--- config.mk ---
export PLATFORM = sky130hd
export DESIGN_NAME = ir_pulse_distance_frame_decoder
export DESIGN_NICKNAME = d
export VERILOG_FILES = /design/src/design/ipd_pkg.sv /design/src/design/ir_pulse_distance_frame_decoder.sv /design/src/design/ipd_csr.sv /design/src/design/ipd_step.sv
export VERILOG_INCLUDE_DIRS = /design/src /design/src/design
export SDC_FILE = /design/constraint.sdc
export NUM_CORES = 1
export LEC_CHECK = 0
export CAP_MARGIN = 15
export CORE_ASPECT_RATIO = 0.75
export CORE_UTILIZATION = 55
export CTS_CLUSTER_DIAMETER = 150
export CTS_CLUSTER_SIZE = 10
export DETAILED_ROUTE_END_ITERATION = 6
export DONT_BUFFER_PORTS = 1
export GPL_ROUTABILITY_DRIVEN = 0
export GPL_TIMING_DRIVEN = 0
export PLACE_DENSITY = 0.81
export RECOVER_POWER = 100
export SYNTH_ARGS = -nofsm -noshare
export SYNTH_HDL_FRONTEND = slang
export SYNTH_HIERARCHICAL = 1
export SYNTH_SLANG_ARGS = --single-unit
--- constraint.sdc ---
create_clock -name clock -period 10.06 [get_ports clock]
set_input_delay 2.012 -clock clock [delete_from_list [all_inputs] [get_ports clock]]
set_output_delay 2.012 -clock clock [all_outputs]
set_load 0.005 [all_outputs]
--- src/design/ir_pulse_distance_frame_decoder_assert.svh ---
// Assertion macros used by the decoder RTL.
// Each check is clocked on clock and masked while reset is high.
`ifndef IR_PULSE_DISTANCE_FRAME_DECODER_ASSERT_SVH
`define IR_PULSE_DISTANCE_FRAME_DECODER_ASSERT_SVH

// Same-cycle implication.
`define IPD_ASSERT_IMP(lbl, ante, cons, msg) \
   lbl: assert property (@(posedge clock) disable iff (reset) (ante) |-> (cons)) \
      else $error(msg);

// Next-cycle implication.
`define IPD_ASSERT_NXT(lbl, ante, cons, msg) \
   lbl: assert property (@(posedge clock) disable iff (reset) (ante) |=> (cons)) \
      else $error(msg);

`endif

--- src/design/ipd_pkg.sv ---
package ipd_pkg;

   // Field widths
   localparam int DUR_W  = 16;
   localparam int BITS_W = 35;
   localparam int POS_W  = 8;
   localparam int IDX_W  = 3;

   // Frame layout
   localparam int FIRST_PART_BITS  = 35;
   localparam int SECOND_PART_BITS = 32;
   localparam int SEP_POS_I        = 2 + 2 * FIRST_PART_BITS;
   localparam int SECOND_POS_I     = SEP_POS_I + 2;
   localparam int END_POS_I        = SECOND_POS_I + 2 * SECOND_PART_BITS;

   localparam logic [POS_W-1:0] SEP_POS      = POS_W'(SEP_POS_I);
   localparam logic [POS_W-1:0] GAP_POS      = POS_W'(SEP_POS_I + 1);
   localparam logic [POS_W-1:0] FIRST_LAST   = POS_W'(SEP_POS_I - 1);
   localparam logic [POS_W-1:0] SECOND_LAST  = POS_W'(END_POS_I - 1);
   localparam logic [POS_W-1:0] DATA_START   = POS_W'(2);

   // Register reset values
   localparam logic [DUR_W-1:0] MARK_NOM_RST  = DUR_W'(600);
   localparam logic [DUR_W-1:0] MARK_TOL_RST  = DUR_W'(100);
   localparam logic [DUR_W-1:0] ONE_NOM_RST   = DUR_W'(1600);
   localparam logic [DUR_W-1:0] ONE_TOL_RST   = DUR_W'(200);
   localparam logic [DUR_W-1:0] ZERO_NOM_RST  = DUR_W'(600);
   localparam logic [DUR_W-1:0] ZERO_TOL_RST  = DUR_W'(200);

   typedef enum logic [IDX_W-1:0] {
      CSR_MARK_NOM  = 3'd0,
      CSR_MARK_TOL  = 3'd1,
      CSR_ONE_NOM   = 3'd2,
      CSR_ONE_TOL   = 3'd3,
      CSR_ZERO_NOM  = 3'd4,
      CSR_ZERO_TOL  = 3'd5
   } csr_idx_type;

   typedef enum logic [1:0] {
      ST_OK    = 2'd0,
      ST_MARK  = 2'd1,
      ST_SPACE = 2'd2
   } status_type;

   typedef struct packed {
      logic [DUR_W-1:0] mark_nominal;
      logic [DUR_W-1:0] mark_tolerance;
      logic [DUR_W-1:0] one_nominal;
      logic [DUR_W-1:0] one_tolerance;
      logic [DUR_W-1:0] zero_nominal;
      logic [DUR_W-1:0] zero_tolerance;
   } cfg_type;

   typedef struct packed {
      logic [BITS_W-1:0] part_bits;
      logic              part_index;
      status_type        status;
   } result_type;

   // True when |d - nom| is strictly below tol
   function automatic logic near_value(input logic [DUR_W-1:0] d,
                                       input logic [DUR_W-1:0] nom,
                                       input logic [DUR_W-1:0] tol);
      logic [DUR_W-1:0] dev;
      dev = (d > nom) ? (d - nom) : (nom - d);
      return dev < tol;
   endfunction

endpackage

--- src/design/ir_pulse_distance_frame_decoder.sv ---
// Channel  Ports                                        Role
// -------  -------------------------------------------  -----------------------------
// req      req_valid/req_ready, duration, frame_start   one mark or space per beat
// rsp      rsp_valid/rsp_ready, part_bits/index/status  one beat per part or error
// csr      csr_wr_en, csr_index, csr_wdata              timing register writes
//
// One beat is taken per cycle while no result waits untaken. A beat is held in the input
// register, is decoded against the frame state and, if it ends a part or fails, is
// loaded into the result register, which drives the rsp beat.
// Reset is synchronous: control and timing registers return to defaults and the decoder idles.
// A result held in the result register stalls the input register until taken.
module ir_pulse_distance_frame_decoder (
   input  logic                          clock,
   input  logic                          reset,
   input  logic                          req_valid,
   output logic                          req_ready,
   input  logic [ipd_pkg::DUR_W-1:0]     req_duration,
   input  logic                          req_frame_start,
   output logic                          rsp_valid,
   input  logic                          rsp_ready,
   output logic [ipd_pkg::BITS_W-1:0]    rsp_part_bits,
   output logic                          rsp_part_index,
   output ipd_pkg::status_type           rsp_status,
   input  logic                          csr_wr_en,
   input  logic [ipd_pkg::IDX_W-1:0]     csr_index,
   input  logic [ipd_pkg::DUR_W-1:0]     csr_wdata
);
   import ipd_pkg::*;

   `include "ir_pulse_distance_frame_decoder_assert.svh"

   cfg_type          cfg;
   logic             in_valid_ff;
   logic [DUR_W-1:0] dur_ff;
   logic             start_ff;
   logic             advance;
   logic             emit;
   result_type       result;
   logic             rsp_valid_ff;
   result_type       rsp_ff;

   ipd_csr u_csr (
      .clock     (clock),
      .reset     (reset),
      .csr_wr_en (csr_wr_en),
      .csr_index (csr_index),
      .csr_wdata (csr_wdata),
      .cfg       (cfg)
   );

   // Move the held beat on unless a result is waiting and not taken
   assign advance   = in_valid_ff && (!rsp_valid_ff || rsp_ready);
   assign req_ready = !in_valid_ff || advance;

   // Input register
   always_ff @(posedge clock) begin
      if (reset) begin
         in_valid_ff <= 1'b0;
      end else if (req_ready) begin
         in_valid_ff <= req_valid;
      end
   end

   always_ff @(posedge clock) begin
      if (req_ready && req_valid) begin
         dur_ff   <= req_duration;
         start_ff <= req_frame_start;
      end
   end

   ipd_step u_step (
      .clock       (clock),
      .reset       (reset),
      .fire        (advance),
      .duration    (dur_ff),
      .frame_start (start_ff),
      .cfg         (cfg),
      .emit        (emit),
      .result      (result)
   );

   // Result register: load on emit, drop once taken
   always_ff @(posedge clock) begin
      if (reset) begin
         rsp_valid_ff <= 1'b0;
      end else if (advance && emit) begin
         rsp_valid_ff <= 1'b1;
      end else if (rsp_ready) begin
         rsp_valid_ff <= 1'b0;
      end
   end

   always_ff @(posedge clock) begin
      if (advance && emit) begin
         rsp_ff <= result;
      end
   end

   assign rsp_valid      = rsp_valid_ff;
   assign rsp_part_bits  = rsp_ff.part_bits;
   assign rsp_part_index = rsp_ff.part_index;
   assign rsp_status     = rsp_ff.status;

   `IPD_ASSERT_IMP(a_err_zero_bits, rsp_valid_ff && rsp_ff.status != ST_OK,
      rsp_ff.part_bits == '0, "error result carries nonzero bits")
   `IPD_ASSERT_IMP(a_second_width,
      rsp_valid_ff && rsp_ff.status == ST_OK && rsp_ff.part_index,
      rsp_ff.part_bits[BITS_W-1:SECOND_PART_BITS] == '0,
      "second part wider than its bit count")
   `IPD_ASSERT_NXT(a_emit_loads, advance && emit, rsp_valid_ff,
      "emitted result not held in result register")
   `IPD_ASSERT_NXT(a_stall_holds, in_valid_ff && !advance,
      in_valid_ff && $stable(dur_ff) && $stable(start_ff),
      "stalled input beat lost")

endmodule

--- src/design/ipd_csr.sv ---
module ipd_csr (
   input  logic                        clock,
   input  logic                        reset,
   input  logic                        csr_wr_en,
   input  logic [ipd_pkg::IDX_W-1:0]   csr_index,
   input  logic [ipd_pkg::DUR_W-1:0]   csr_wdata,
   output ipd_pkg::cfg_type            cfg
);
   import ipd_pkg::*;

   cfg_type cfg_ff;

   // Load reset values, then take writes; unknown indexes drop
   always_ff @(posedge clock) begin
      if (reset) begin
         cfg_ff.mark_nominal   <= MARK_NOM_RST;
         cfg_ff.mark_tolerance <= MARK_TOL_RST;
         cfg_ff.one_nominal    <= ONE_NOM_RST;
         cfg_ff.one_tolerance  <= ONE_TOL_RST;
         cfg_ff.zero_nominal   <= ZERO_NOM_RST;
         cfg_ff.zero_tolerance <= ZERO_TOL_RST;
      end else if (csr_wr_en) begin
         case (csr_index)
            CSR_MARK_NOM: begin
               cfg_ff.mark_nominal <= csr_wdata;
            end
            CSR_MARK_TOL: begin
               cfg_ff.mark_tolerance <= csr_wdata;
            end
            CSR_ONE_NOM: begin
               cfg_ff.one_nominal <= csr_wdata;
            end
            CSR_ONE_TOL: begin
               cfg_ff.one_tolerance <= csr_wdata;
            end
            CSR_ZERO_NOM: begin
               cfg_ff.zero_nominal <= csr_wdata;
            end
            CSR_ZERO_TOL: begin
               cfg_ff.zero_tolerance <= csr_wdata;
            end
            default: begin
            end
         endcase
      end
   end

   assign cfg = cfg_ff;

endmodule

--- src/design/ipd_step.sv ---
module ipd_step (
   input  logic                        clock,
   input  logic                        reset,
   input  logic                        fire,
   input  logic [ipd_pkg::DUR_W-1:0]   duration,
   input  logic                        frame_start,
   input  ipd_pkg::cfg_type            cfg,
   output logic                        emit,
   output ipd_pkg::result_type         result
);
   import ipd_pkg::*;

   logic [POS_W-1:0]  pos_ff, pos_in;
   logic              active_ff, active_in;
   logic [BITS_W-1:0] shift_ff, shift_in;

   logic              act;
   logic [POS_W-1:0]  pos;
   logic [BITS_W-1:0] shf;
   logic              mark_ok, one_ok, zero_ok;
   logic              part;

   // A start beat restarts the frame from position zero
   assign act = frame_start | active_ff;
   assign pos = frame_start ? '0 : pos_ff;
   assign shf = frame_start ? '0 : shift_ff;
   assign part = (pos >= SEP_POS);

   assign mark_ok = near_value(duration, cfg.mark_nominal, cfg.mark_tolerance);
   assign one_ok  = near_value(duration, cfg.one_nominal, cfg.one_tolerance);
   assign zero_ok = near_value(duration, cfg.zero_nominal, cfg.zero_tolerance);

   // Decode one beat: check marks, shift in space bits, emit on part end or error
   always_comb begin
      pos_in            = pos_ff;
      active_in         = active_ff;
      shift_in          = shift_ff;
      emit              = 1'b0;
      result.part_bits  = '0;
      result.part_index = part;
      result.status     = ST_OK;
      if (fire && act) begin
         pos_in    = pos + POS_W'(1);
         active_in = 1'b1;
         shift_in  = shf;
         if (pos < DATA_START || pos == SEP_POS || pos == GAP_POS) begin
            // header, separator and gap pass unchecked
         end else if (!pos[0]) begin
            if (!mark_ok) begin
               active_in     = 1'b0;
               emit          = 1'b1;
               result.status = ST_MARK;
            end
         end else if (!one_ok && !zero_ok) begin
            active_in     = 1'b0;
            emit          = 1'b1;
            result.status = ST_SPACE;
         end else begin
            shift_in = {shf[BITS_W-2:0], one_ok};
            if (pos == FIRST_LAST || pos == SECOND_LAST) begin
               emit             = 1'b1;
               result.part_bits = shift_in;
               shift_in         = '0;
               if (pos == SECOND_LAST) begin
                  active_in = 1'b0;
               end
            end
         end
      end
   end

   // Hold frame state between beats
   always_ff @(posedge clock) begin
      if (reset) begin
         pos_ff    <= '0;
         active_ff <= 1'b0;
         shift_ff  <= '0;
      end else begin
         pos_ff    <= pos_in;
         active_ff <= active_in;
         shift_ff  <= shift_in;
      end
   end

endmodule

; Yosys cells after proc, flatten, opt, wreduce, memory -nomap -nowiden
; Index checks and enable logic that the tools add are counted.
[word_totals]
ff_bits = 197
inputBits = 41
elab_cells = 94
[op_classes]
add_sub_neg = 7
n_lt_le_gt_ge = 8
eq_ne = 9
mux = 26
bitwise_logic = 4
reduce_logical = 24
[ops]
columns = cell, n
row1 = $mux 35, 5
row2 = $sub 16x16->16, 6
row3 = $gt 16x16->1, 3
row4 = $lt 16x16->1, 3
row5 = $mux 16, 3
row6 = $eq 8x7->1 const B, 3
row7 = $mux 1, 15
row8 = $reduce_and 2->1, 6
row9 = $add 8x1->8 const B, 1
row10 = $eq 8x8->1 const B, 1
row11 = $ge 8x7->1 const B, 1
row12 = $lt 8x2->1 const B, 1
row13 = $mux 8, 1
row14 = $eq 3x2->1 const B, 2
row15 = $eq 3x3->1 const B, 2
row16 = $logic_and 1x1->1, 5
row17 = $logic_or 1x1->1, 5
row18 = $reduce_or 5->1, 1
row19 = $logic_not 1->1, 4
row20 = $mux 2, 2
row21 = $eq 3x1->1 const B, 1
row22 = $logic_not 3->1, 1
row23 = $not 1->1, 3
row24 = $reduce_bool 2->1, 1
row25 = 2 further kinds, 2

; Logic depth before layout (Yosys ltp)
; Gate-level depths: netlist (run 1).
[depth]
word_depth = 11
depth_mapped = 24
mapped_depth_nobuf = 22

; Hierarchy
; The synthesis (run 1) kept the hierarchy.
[by_module_without_submodules]
columns = module, n_inst, cells_per_inst, area_each_um2
row1 = ipd_step, 1, 965, 7387.1
row2 = ipd_csr, 1, 347, 3793.6
row3 = ir_pulse_distance_frame_decoder, 1, 66, 1754.2

; Least setup slack after synthesis (run 1)
; Ideal clock, no wire load.
[synth_timing]
path_kind = flip-flop to flip-flop
startpoint = register dur_ff[10]
endpoint = register rsp_ff (netlist bit rsp_part_bits[0]) (enable)
setup_ns = 0.438
arrival_time_ns = 6.007
path_slack_ns = 3.615
stages_incl_launch_ff = 21
period_less_slack_ns = 6.445
cell_sequence = edfxtp_1 -> ha_1 -> buf_2 -> and4_1 -> buf_2 -> nand2_1 -> or4_1 -> nand2_1 -> buf_2 -> buf_2 -> mux2_2 -> ha_1 -> a21boi_1 -> o21a_1 -> o21ai_0 -> a2111oi_0 -> or3_1 -> a21boi_1 -> o31a_1 -> nand2_1 -> nor2b_1
[synth_via]
elab_chain_cells = 10
elab_cells_between_ends = 24
cone_classes = 6 x add/sub / 6 x order compare / 8 x mux / 4 x reduce/logical
[synth_rtl]
columns = element, line_no
row1 = from (decl), ir_pulse_distance_frame_decoder.sv:34  ; logic [DUR_W-1:0] dur_ff;
row2 = from (signal assigned), ir_pulse_distance_frame_decoder.sv:66  ; dur_ff <= req_duration;
row3 = $sub 16x16->16 / $gt 16x16->1 (equally long branches), ipd_pkg.sv:65  ; dev = (d > nom) ? (d - nom) : (nom - d);
row4 = $mux 16, ipd_pkg.sv:65
row5 = $lt 16x16->1, ipd_pkg.sv:66  ; return dev < tol;
row6 = $logic_not 1->1, ipd_step.sv:54  ; end else if (!one_ok && !zero_ok) begin
row7 = $logic_and 1x1->1, ipd_step.sv:54
row8 = $mux 1, ipd_step.sv:54
row9 = $mux 1 (*), ipd_step.sv:48  ; end else if (!pos[0]) begin
row10 = $mux 1 (*), ipd_step.sv:46  ; if (pos < DATA_START || pos == SEP_POS || pos == GAP_POS) begin
row11 = $mux 1 (*), ipd_step.sv:42  ; if (fire && act) begin
row12 = net emit, ir_pulse_distance_frame_decoder.sv:37  ; logic emit;
row13 = $logic_and 1x1->1 (*), ir_pulse_distance_frame_decoder.sv:94  ; if (advance && emit) begin
row14 = to (signal assigned), ir_pulse_distance_frame_decoder.sv:95  ; rsp_ff <= result;
row15 = to (decl), ir_pulse_distance_frame_decoder.sv:40  ; result_type rsp_ff;
; The timed path passes the listed nets; every way through them passes the cells marked *.
; A chain may end at the register's enable or synchronous reset.

; Worst setup path in the final report (run 1)
[layout_timing]
startpoint = register dur_ff[0]
endpoint = register rsp_ff (netlist bit rsp_part_bits[33]) (enable)
; Same word-level chain as after synthesis.

==> results of run 1 <==
==> area by class of cell <==
cell class / count / area, µm²
Sequential cell: 196 / 4470
Clock inverter: 15 / 224
Fill cell: 1958 / 9130
Timing Repair Buffer: 1 / 20.0
Clock buffer: 17 / 425
Buffer: 74 / 324
Multi-Input combinational cell: 980 / 7610
Tap cell: 300 / 375
Inverter: 128 / 480
==> layout by cell type, fill, tap and decap left out, types with 7 or more instances in the layout <==
cell type | synthesis | final
inv_1 | 128 | 128
a21o_1 | 58 | 58
clkinv_8 | 0 | 7
o21ai_1 | 8 | 7
o21a_1 | 9 | 9
mux2i_1 | 113 | 113
xnor2_1 | 24 | 24
nand3_1 | 10 | 10
a211oi_1 | 9 | 9
a21oi_1 | 81 | 81
and2_1 | 39 | 14
ha_1 | 141 | 141
nand4_1 | 22 | 22
xor2_1 | 19 | 19
nor2b_1 | 23 | 23
o211ai_1 | 7 | 7
and2_0 | 0 | 25
nand2_1 | 42 | 42
dfxtp_1 | 141 | 141
edfxtp_1 | 55 | 55
or3_1 | 7 | 7
nor2_1 | 63 | 63
o21ai_0 | 39 | 40
a22o_1 | 33 | 33
nor3_1 | 14 | 14
o21bai_1 | 8 | 8
buf_2 | 24 | 12
clkbuf_16 | 0 | 17
nand2b_1 | 97 | 97
a31oi_1 | 10 | 10
clkbuf_1 | 38 | 53
and3_1 | 8 | 8
==> registers in the layout (all words and copies together) (netlist names) <==
name	count
rsp_part_bits	35
u_step/pos_ff	8
rsp_part_index	1
in_valid_ff	1
start_ff	1
u_step/shift_ff	34
u_csr/cfg	96
u_step/active_ff	1
rsp_status	2
rsp_valid	1
dur_ff	16
==> per-layer routing <==
layer	global-route usage (%)	up-vias	share of wire [%]	wire, µm
met3	5.66	58	9.2	3000
met1	40.2	4828	46	15100
li1	-	4877	-	-
met4	6.03	0	1.5	498
met5	0	-	0	0
met2	41.5	491	43	14100
==> worst register-to-register path, cell delays in order, from the launching register on <==
cell       delay, ns
edfxtp_1        0.54
inv_1           0.27
ha_1            0.23
inv_1           0.06
fa_1            0.40
a21o_1          0.21
a221oi_1        0.28
o21a_1          0.16
o21ai_0         0.17
nand2_1         0.22
clkbuf_1        0.50
clkbuf_1        0.45
mux2_2          0.40
ha_1            0.26
a21boi_0        0.17
o21a_1          0.13
o21ai_0         0.08
a2111oi_0       0.41
or3_1           0.34
a21boi_0        0.61
o31a_1          0.23
nand2_1         0.07
nor2b_1         0.63
buf_12          0.29
==> how the worst min path moves through the flow <==
stage                                          start                          endpoint  slack [ns]  cells after the start
finish                    u_csr/cfg[68]$_SDFFE_PP0P_        u_csr/cfg[68]$_SDFFE_PP0P_        0.47                      2
global route        u_step/shift_ff[33]$_SDFFE_PP0P_  u_step/shift_ff[33]$_SDFFE_PP0P_        0.49                      1
CTS                 u_step/shift_ff[33]$_SDFFE_PP0P_  u_step/shift_ff[33]$_SDFFE_PP0P_        0.47                      1
detailed placement  u_step/shift_ff[33]$_SDFFE_PP0P_  u_step/shift_ff[33]$_SDFFE_PP0P_        0.45                      1
global placement    u_step/shift_ff[33]$_SDFFE_PP0P_  u_step/shift_ff[33]$_SDFFE_PP0P_        0.45                      1
floorplan           u_step/shift_ff[33]$_SDFFE_PP0P_  u_step/shift_ff[33]$_SDFFE_PP0P_        0.43                      1
==> kinds of logic (layout without fill, tap and decap cells) <==
kind of cell	count (synthesis)	count (layout)
xor+xnor	43	43
fa+ha+maj	147	147
buf+inv	202	235
flops	196	196
compound gates	311	311
simple gates	359	359
mux	120	120
==> per-stage QoR <==
step	worst slack [ns]	cell area, µm²
after floorplan	3.62	12900
after global placement	1.91	13300
after detailed placement	3.80	13300
after CTS	3.76	14000
after global routing	2.15	13900
final	2.62	13900
==> power groups by stage <==
stage | Combinational [µW] | Clock, µW | Sequential, µW
after floorplan | 363 | 0 | 850
after global placement | 456 | 0 | 859
after detailed placement | 470 | 0 | 860
after CTS | 475 | 744 | 842
after global routing | 541 | 772 | 844
final | 488 | 733 | 843
==> results by group, run 1 <==
Clock network
  • Clk pin slew, worst setup/hold paths: roughly 0.090 ns
  • # H-tree levels: 4
  • Setup Buffers After CTS: 0
  • Cts hold-fix bufs: 0
  • TritonCTS clock tree: done
  • Max clock buf depth: 2
  • Cts repair resizes: 0
  • Root Buffer: clkbuf_16
  • Clock Sink Count: 196
  • TritonCTS buffer count: 17
  • Clk_lat worst skew: 0.45 ns

Setup path
  • Worst setup endpoint: rsp_part_bits[33]$_DFFE_PP_
  • Startpoint types: flop
  • Reg2reg end: rsp_part_bits[33]$_DFFE_PP_
  • Delay-heaviest family, CP: compound AO/OA/AOI/OAI gates
  • Crit-path cells: inv_1, ha_1, inv_1, fa_1, a21o_1, a221oi_1, o21a_1, o21ai_0, nand2_1, clkbuf_1, clkbuf_1, mux2_2, ha_1, a21boi_0, o21a_1, o21ai_0, a2111oi_0, or3_1, a21boi_0, o31a_1, nand2_1, nor2b_1, buf_12
  • Max stage delay on crit path: about 0.63 ns
  • Setup crit end kind: flop
  • Arrival time at the worst endpoint: 7.59 ns
  • Reg2reg start: dur_ff[0]$_DFFE_PP_
  • CP Class: flop to flop
  • Cell with the largest stage delay on the worst path: nor2b_1
  • R2R Setup Slk: around 2.6 ns
  • Crit Path Max Fanout: 32
  • Levels on crit path: 23
  • Worst Setup SP: dur_ff[0]$_DFFE_PP_
  • Worst R2R Path Depth: 23
  • CP required: approximately 10 ns
  • Bufs and invs on worst path: 5

Synth
  • Synth Flop Type: dfxtp_1
  • Complex-gate fraction of the synthesized area: between 10% and 20%
  • Mux cell area share after synthesis: approximately a tenth
  • XOR/XNOR share of the synthesized area: slightly below 3%
  • Async SR Flop Fraction: 0%
  • Largest family of logic cells by synthesized area: compound AO/OA/AOI/OAI gates
  • Synth area leader: dfxtp_1
  • Top-area cell type share of the netlist area: between 20% and 30%
  • Number of synthesis warnings: 6
  • Simple-gate share of the synthesized area: between 15 and 20%
  • Yosys cell types: 77
  • Commonest cells in the netlist: dfxtp_1 (141), ha_1 (141), inv_1 (128)
  • FF+latch count, synth: just under 200
  • Synthesized Nets: between 1500 and 2000
  • Area contributors post-synth: dfxtp_1 (22%), ha_1 (14%), edfxtp_1 (13%)
  • Fraction of the mapped netlist area in adder cells: ~15%
  • Post-synth EDFFs: 55
  • Mapped Cells: between 1000 and 1500
  • Syn avg cell area: approximately 9.4 µm²
  • Post-synthesis cell area: between 10000 and 15000 µm²
  • Register area share after synthesis: between 30% and 40%

Job
  • Max cap viols: 1

Die
  • Die width: roughly 180 µm
  • DIE AREA: 24100 µm²
  • Core Area: 23100 µm²
  • Initial Utilization: 56.1%
  • Boundary pin count: 81
  • Die height: ~130 µm
  • FP Rows: 48

Power and ir drop
  • Clock network fraction of design power: 35.5%
  • Static leakage power: between 0.006 and 0.007 µW
  • Final Total Pwr: a little over 2000 µW
  • P per Cell Area: around 150 nW/µm²
  • Switching power: between 600 and 700 µW
  • Gate power share: between 20% and 30%
  • Seq pwr share: around two fifths
  • Switch share: roughly 32%
  • Int Pwr: ~1400 µW
  • Peak VDD IR: 0.136 mV

Status
  • Failing checks: design-rule violations, max-capacitance violations, max-slew violations
  • Status: complete, but fails checks

STA
  • Unrepaired setup endpoints after global routing: no
  • Fin Clk Skew: about 0.018 ns
  • Hold Violations, Final: 0
  • Setup TNS: 0 ns
  • Worst-Margin Slew: 1.56 ns
  • FMAX: roughly 0.13 GHz
  • Hold slack final: between 0.4 and 0.5 ns
  • Tcrit/Tclk final: between 70% and 80%
  • Tmin final: 7.44 ns
  • Max-slew violations: 18
  • Relative slew slack: -4.38%
  • Setup Viol. Count Final: 0

Global route
  • Vias in the first global route: a little under 10000
  • First-pass GRT wire length: around 50 mm
  • Tot GR Track Use: around 28%
  • Initial antenna violation count: 0
  • Largest net degree at the start of global routing: 33
  • Global route total overflow: 0

Place
  • Placed Cells incl. Taps: between 1500 and 2000
  • Input/output buffers: 0
  • HPWL Detailed: 25.1 mm

Cells and area
  • Post-layout util: around 60%
  • Share of layout cells above drive strength 1: just over 5%
  • Fin cells: around 1700
  • Area Growth Syn to Fin: 7.75%
  • Final #Nets: roughly 1600
  • Antenna cell count: 0

Routing
  • DR iter-0 viols: about 1100
  • Final ANT Viol Nets: 0
  • Pre-Repair DR Iteration Count: 7
  • Total wire length: 32.7 mm
  • Vias per cell: 5.99
  • Drc violations: 2
  • Vias: approximately 10000
  • Drt wl/cell: roughly 19 µm

Worst hold path
  • Min-Delay Path Class: flop to flop
(Power assumes the default switching activity.)
==> run 2, diff against run 1 <==
==> constraint.sdc (replaced) <==
create_clock -name clock -period 7 [get_ports clock]
set_input_delay 1.4 -clock clock [delete_from_list [all_inputs] [get_ports clock]]
set_output_delay 1.4 -clock clock [all_outputs]
set_load 0.005 [all_outputs]
==> results by group, run 2 (same netlist as run 1, synthesis figures left out) <==
Routing
  • Total wire length: 32.7 mm (about the same)
  • DR iter-0 viols: 1116 (-0.62%)
  • Drt wl/cell: 19.1 µm (about the same)
  • Final ANT Viol Nets: 0 (unchanged)
  • Vias per cell: 5.99 (about the same)
  • Vias: 10252 (-0.020%)
  • Pre-Repair DR Iteration Count: 7 (unchanged)
  • Drc violations: 5 (+3)

Clock network
  • Root Buffer: clkbuf_16
  • Max clock buf depth: 2 (unchanged)
  • # H-tree levels: 4 (unchanged)
  • TritonCTS buffer count: 17 (unchanged)
  • Clk_lat worst skew: 0.44 ns (about the same)
  • Setup Buffers After CTS: 0 (unchanged)
  • TritonCTS clock tree: done
  • Clock Sink Count: 196 (unchanged)
  • Cts repair resizes: 0 (unchanged)
  • Clk pin slew, worst setup/hold paths: 0.09 ns (about the same)
  • Cts hold-fix bufs: 0 (unchanged)

Setup path
  • CP Class: flop to flop
  • Worst R2R Path Depth: 23 (unchanged)
  • Startpoint types: flop
  • Cell with the largest stage delay on the worst path: a41oi_1
  • Setup crit end kind: flop
  • Arrival time at the worst endpoint: 6.69 ns (-0.90 ns)
  • Max stage delay on crit path: 0.62 ns (about the same)
  • Crit Path Max Fanout: 32 (unchanged)
  • Top cell by count, worst path: a21oi_1
  • CP required: 7.14 ns (-3.06 ns)
  • Crit-path cells: inv_1, ha_1, inv_1, fa_1, a21oi_1, o211ai_1, a31oi_1, o21ai_0, a41oi_1, clkbuf_1, o211ai_1, o31ai_1, xnor2_1, ha_1, nand4_1, or3_1, a21oi_1, nor3_1, a21oi_1, o31a_1, nand2_1, nor2b_4, buf_12

Status
  • Failing checks: design-rule violations, max-capacitance violations, max-slew violations
  • Status: complete, but fails checks

Cells and area
  • Antenna cell count: 0 (unchanged)
  • Max reg flops: 96 (unchanged)
  • Share of layout cells above drive strength 1: 5.32% (+0.21 points)
  • Cell area after layout: 13900 µm² (about the same)
  • Commonest non-fill, non-tap cells in the layout: dfxtp_1 (141), ha_1 (141), inv_1 (128)
  • Area Growth Syn to Fin: 7.83% (about the same)
  • Final #Nets: 1586 (unchanged)
  • Post-layout util: 60.5% (about the same)

Global route
  • Tot GR Track Use: 27.5% (unchanged)
  • Largest net degree at the start of global routing: 33 (unchanged)
  • Initial antenna violation count: 0 (unchanged)
  • First-pass GRT wire length: 51.4 mm (unchanged)
  • Global route total overflow: 0 (unchanged)
  • Vias in the first global route: 9642 (unchanged)

STA
  • Unrepaired setup endpoints after global routing: no
  • Tmin final: 6.55 ns (-0.892 ns)
  • FMAX: 0.153 GHz (+14%)
  • Hold Violations, Final: 0 (unchanged)
  • Worst-Margin Slew: 1.54 ns (-0.0230 ns)
  • Setup Viol. Count Final: 0 (unchanged)
  • Tcrit/Tclk final: 93.6% (+20 points)
  • Fin Clk Skew: 0.0204 ns (+0.00220 ns)
  • Max-slew violations: 18 (unchanged)
  • Setup TNS: 0 ns (unchanged)
  • Setup WS post-layout: 0.448 ns (-2.17 ns)
  • Relative slew slack: -2.84% (+1.5 points)

Die
  • FP Rows: 48 (unchanged)
  • DIE AREA: 24100 µm² (unchanged)
  • Initial Utilization: 56.1% (unchanged)
  • Boundary pin count: 81 (unchanged)
  • Die height: 135 µm (unchanged)
  • Core Area: 23100 µm² (unchanged)
  • Die width: 179 µm (unchanged)

Place
  • Post-Place Setup Slack: 0.739 ns (-3.06 ns)
  • Placed cell area: 13300 µm² (unchanged)
  • Input/output buffers: 0 (unchanged)
  • HPWL Detailed: 25.1 mm (unchanged)

Worst hold path
  • WHS Path Cells: 2 (unchanged)
  • Min-Delay Path Class: flop to flop

Power and ir drop
  • Static leakage power: 0.00629 µW (+0.26%)
  • Peak VDD IR: 0.195 mV (+44%)
  • Final Total Pwr: 2970 µW (+44%)
  • P per Cell Area: 213 nW/µm² (+44%)

Job
  • Max cap viols: 1 (unchanged)
## run 2: cell count changes in the layout (fill, tap and decap cells not counted)
cell	delta
a21boi_0	-2
a21boi_1	+2
buf_2	+2
clkbuf_1	-2
nor2b_1	-1
nor2b_4	+1
o21ai_0	+1
o21ai_1	-1
## run 2: path summary, 6_finish.rpt
check | from | to | slack, ns
worst max-delay path | dur_ff[0]$_DFFE_PP_ | rsp_part_bits[33]$_DFFE_PP_ | 0.45
worst max register to register | dur_ff[0]$_DFFE_PP_ | rsp_part_bits[33]$_DFFE_PP_ | 0.45
worst min register to register | u_csr/cfg[68]$_SDFFE_PP0P_ | u_csr/cfg[68]$_SDFFE_PP0P_ | 0.47
worst min-delay path | u_csr/cfg[68]$_SDFFE_PP0P_ | u_csr/cfg[68]$_SDFFE_PP0P_ | 0.47
## run 2: layout make-up
class | count | area, µm²
inverter | 128 | 480
clock inverter | 15 | 224
clock buffer | 17 | 425
tap | 300 | 375
buffer | 74 | 327
multi-input combinational | 980 | 7620
timing repair buffer | 1 | 20.0
fill | 1955 | 9110
sequential | 196 | 4470
## run 2: routing by layer
metal  vias to the layer above  global-route usage (%)  wire length, µm
li1                       4876                       -                -
met1                      4863                    40.2            15200
met2                       461                    41.5            14200
met3                        52                    5.66             2910
met4                         0                    6.03              440
met5                         -                       0                0
## run 2: stage by stage
step	cells	hold WS, ns
6_report	1711	0.472
5_1_grt	1711	0.487
4_1_cts	1711	0.475
3_5_place_dp	1679	0.454
3_3_place_gp	1678	0.450
2_1_floorplan	1378	0.434
## run 2: worst max-delay path, delay by kind of cell (launching register included)
family	cells	cell delay [ns]
compound gates	10	2.50
buf+inv	4	1.12
simple gates	5	0.96
fa+ha+maj	3	0.94
flops	1	0.54
xor+xnor	1	0.15
## run 2: power by group
| group | total, µW | internal (µW) | switching, µW | leakage (µW) |
|---|---|---|---|---|
| combinational | 700 | 293 | 407 | 0.00423 |
| clock | 1050 | 529 | 525 | 0.000308 |
| sequential | 1210 | 1180 | 28.7 | 0.00174 |
| total | 2970 | 2000 | 961 | 0.00629 |
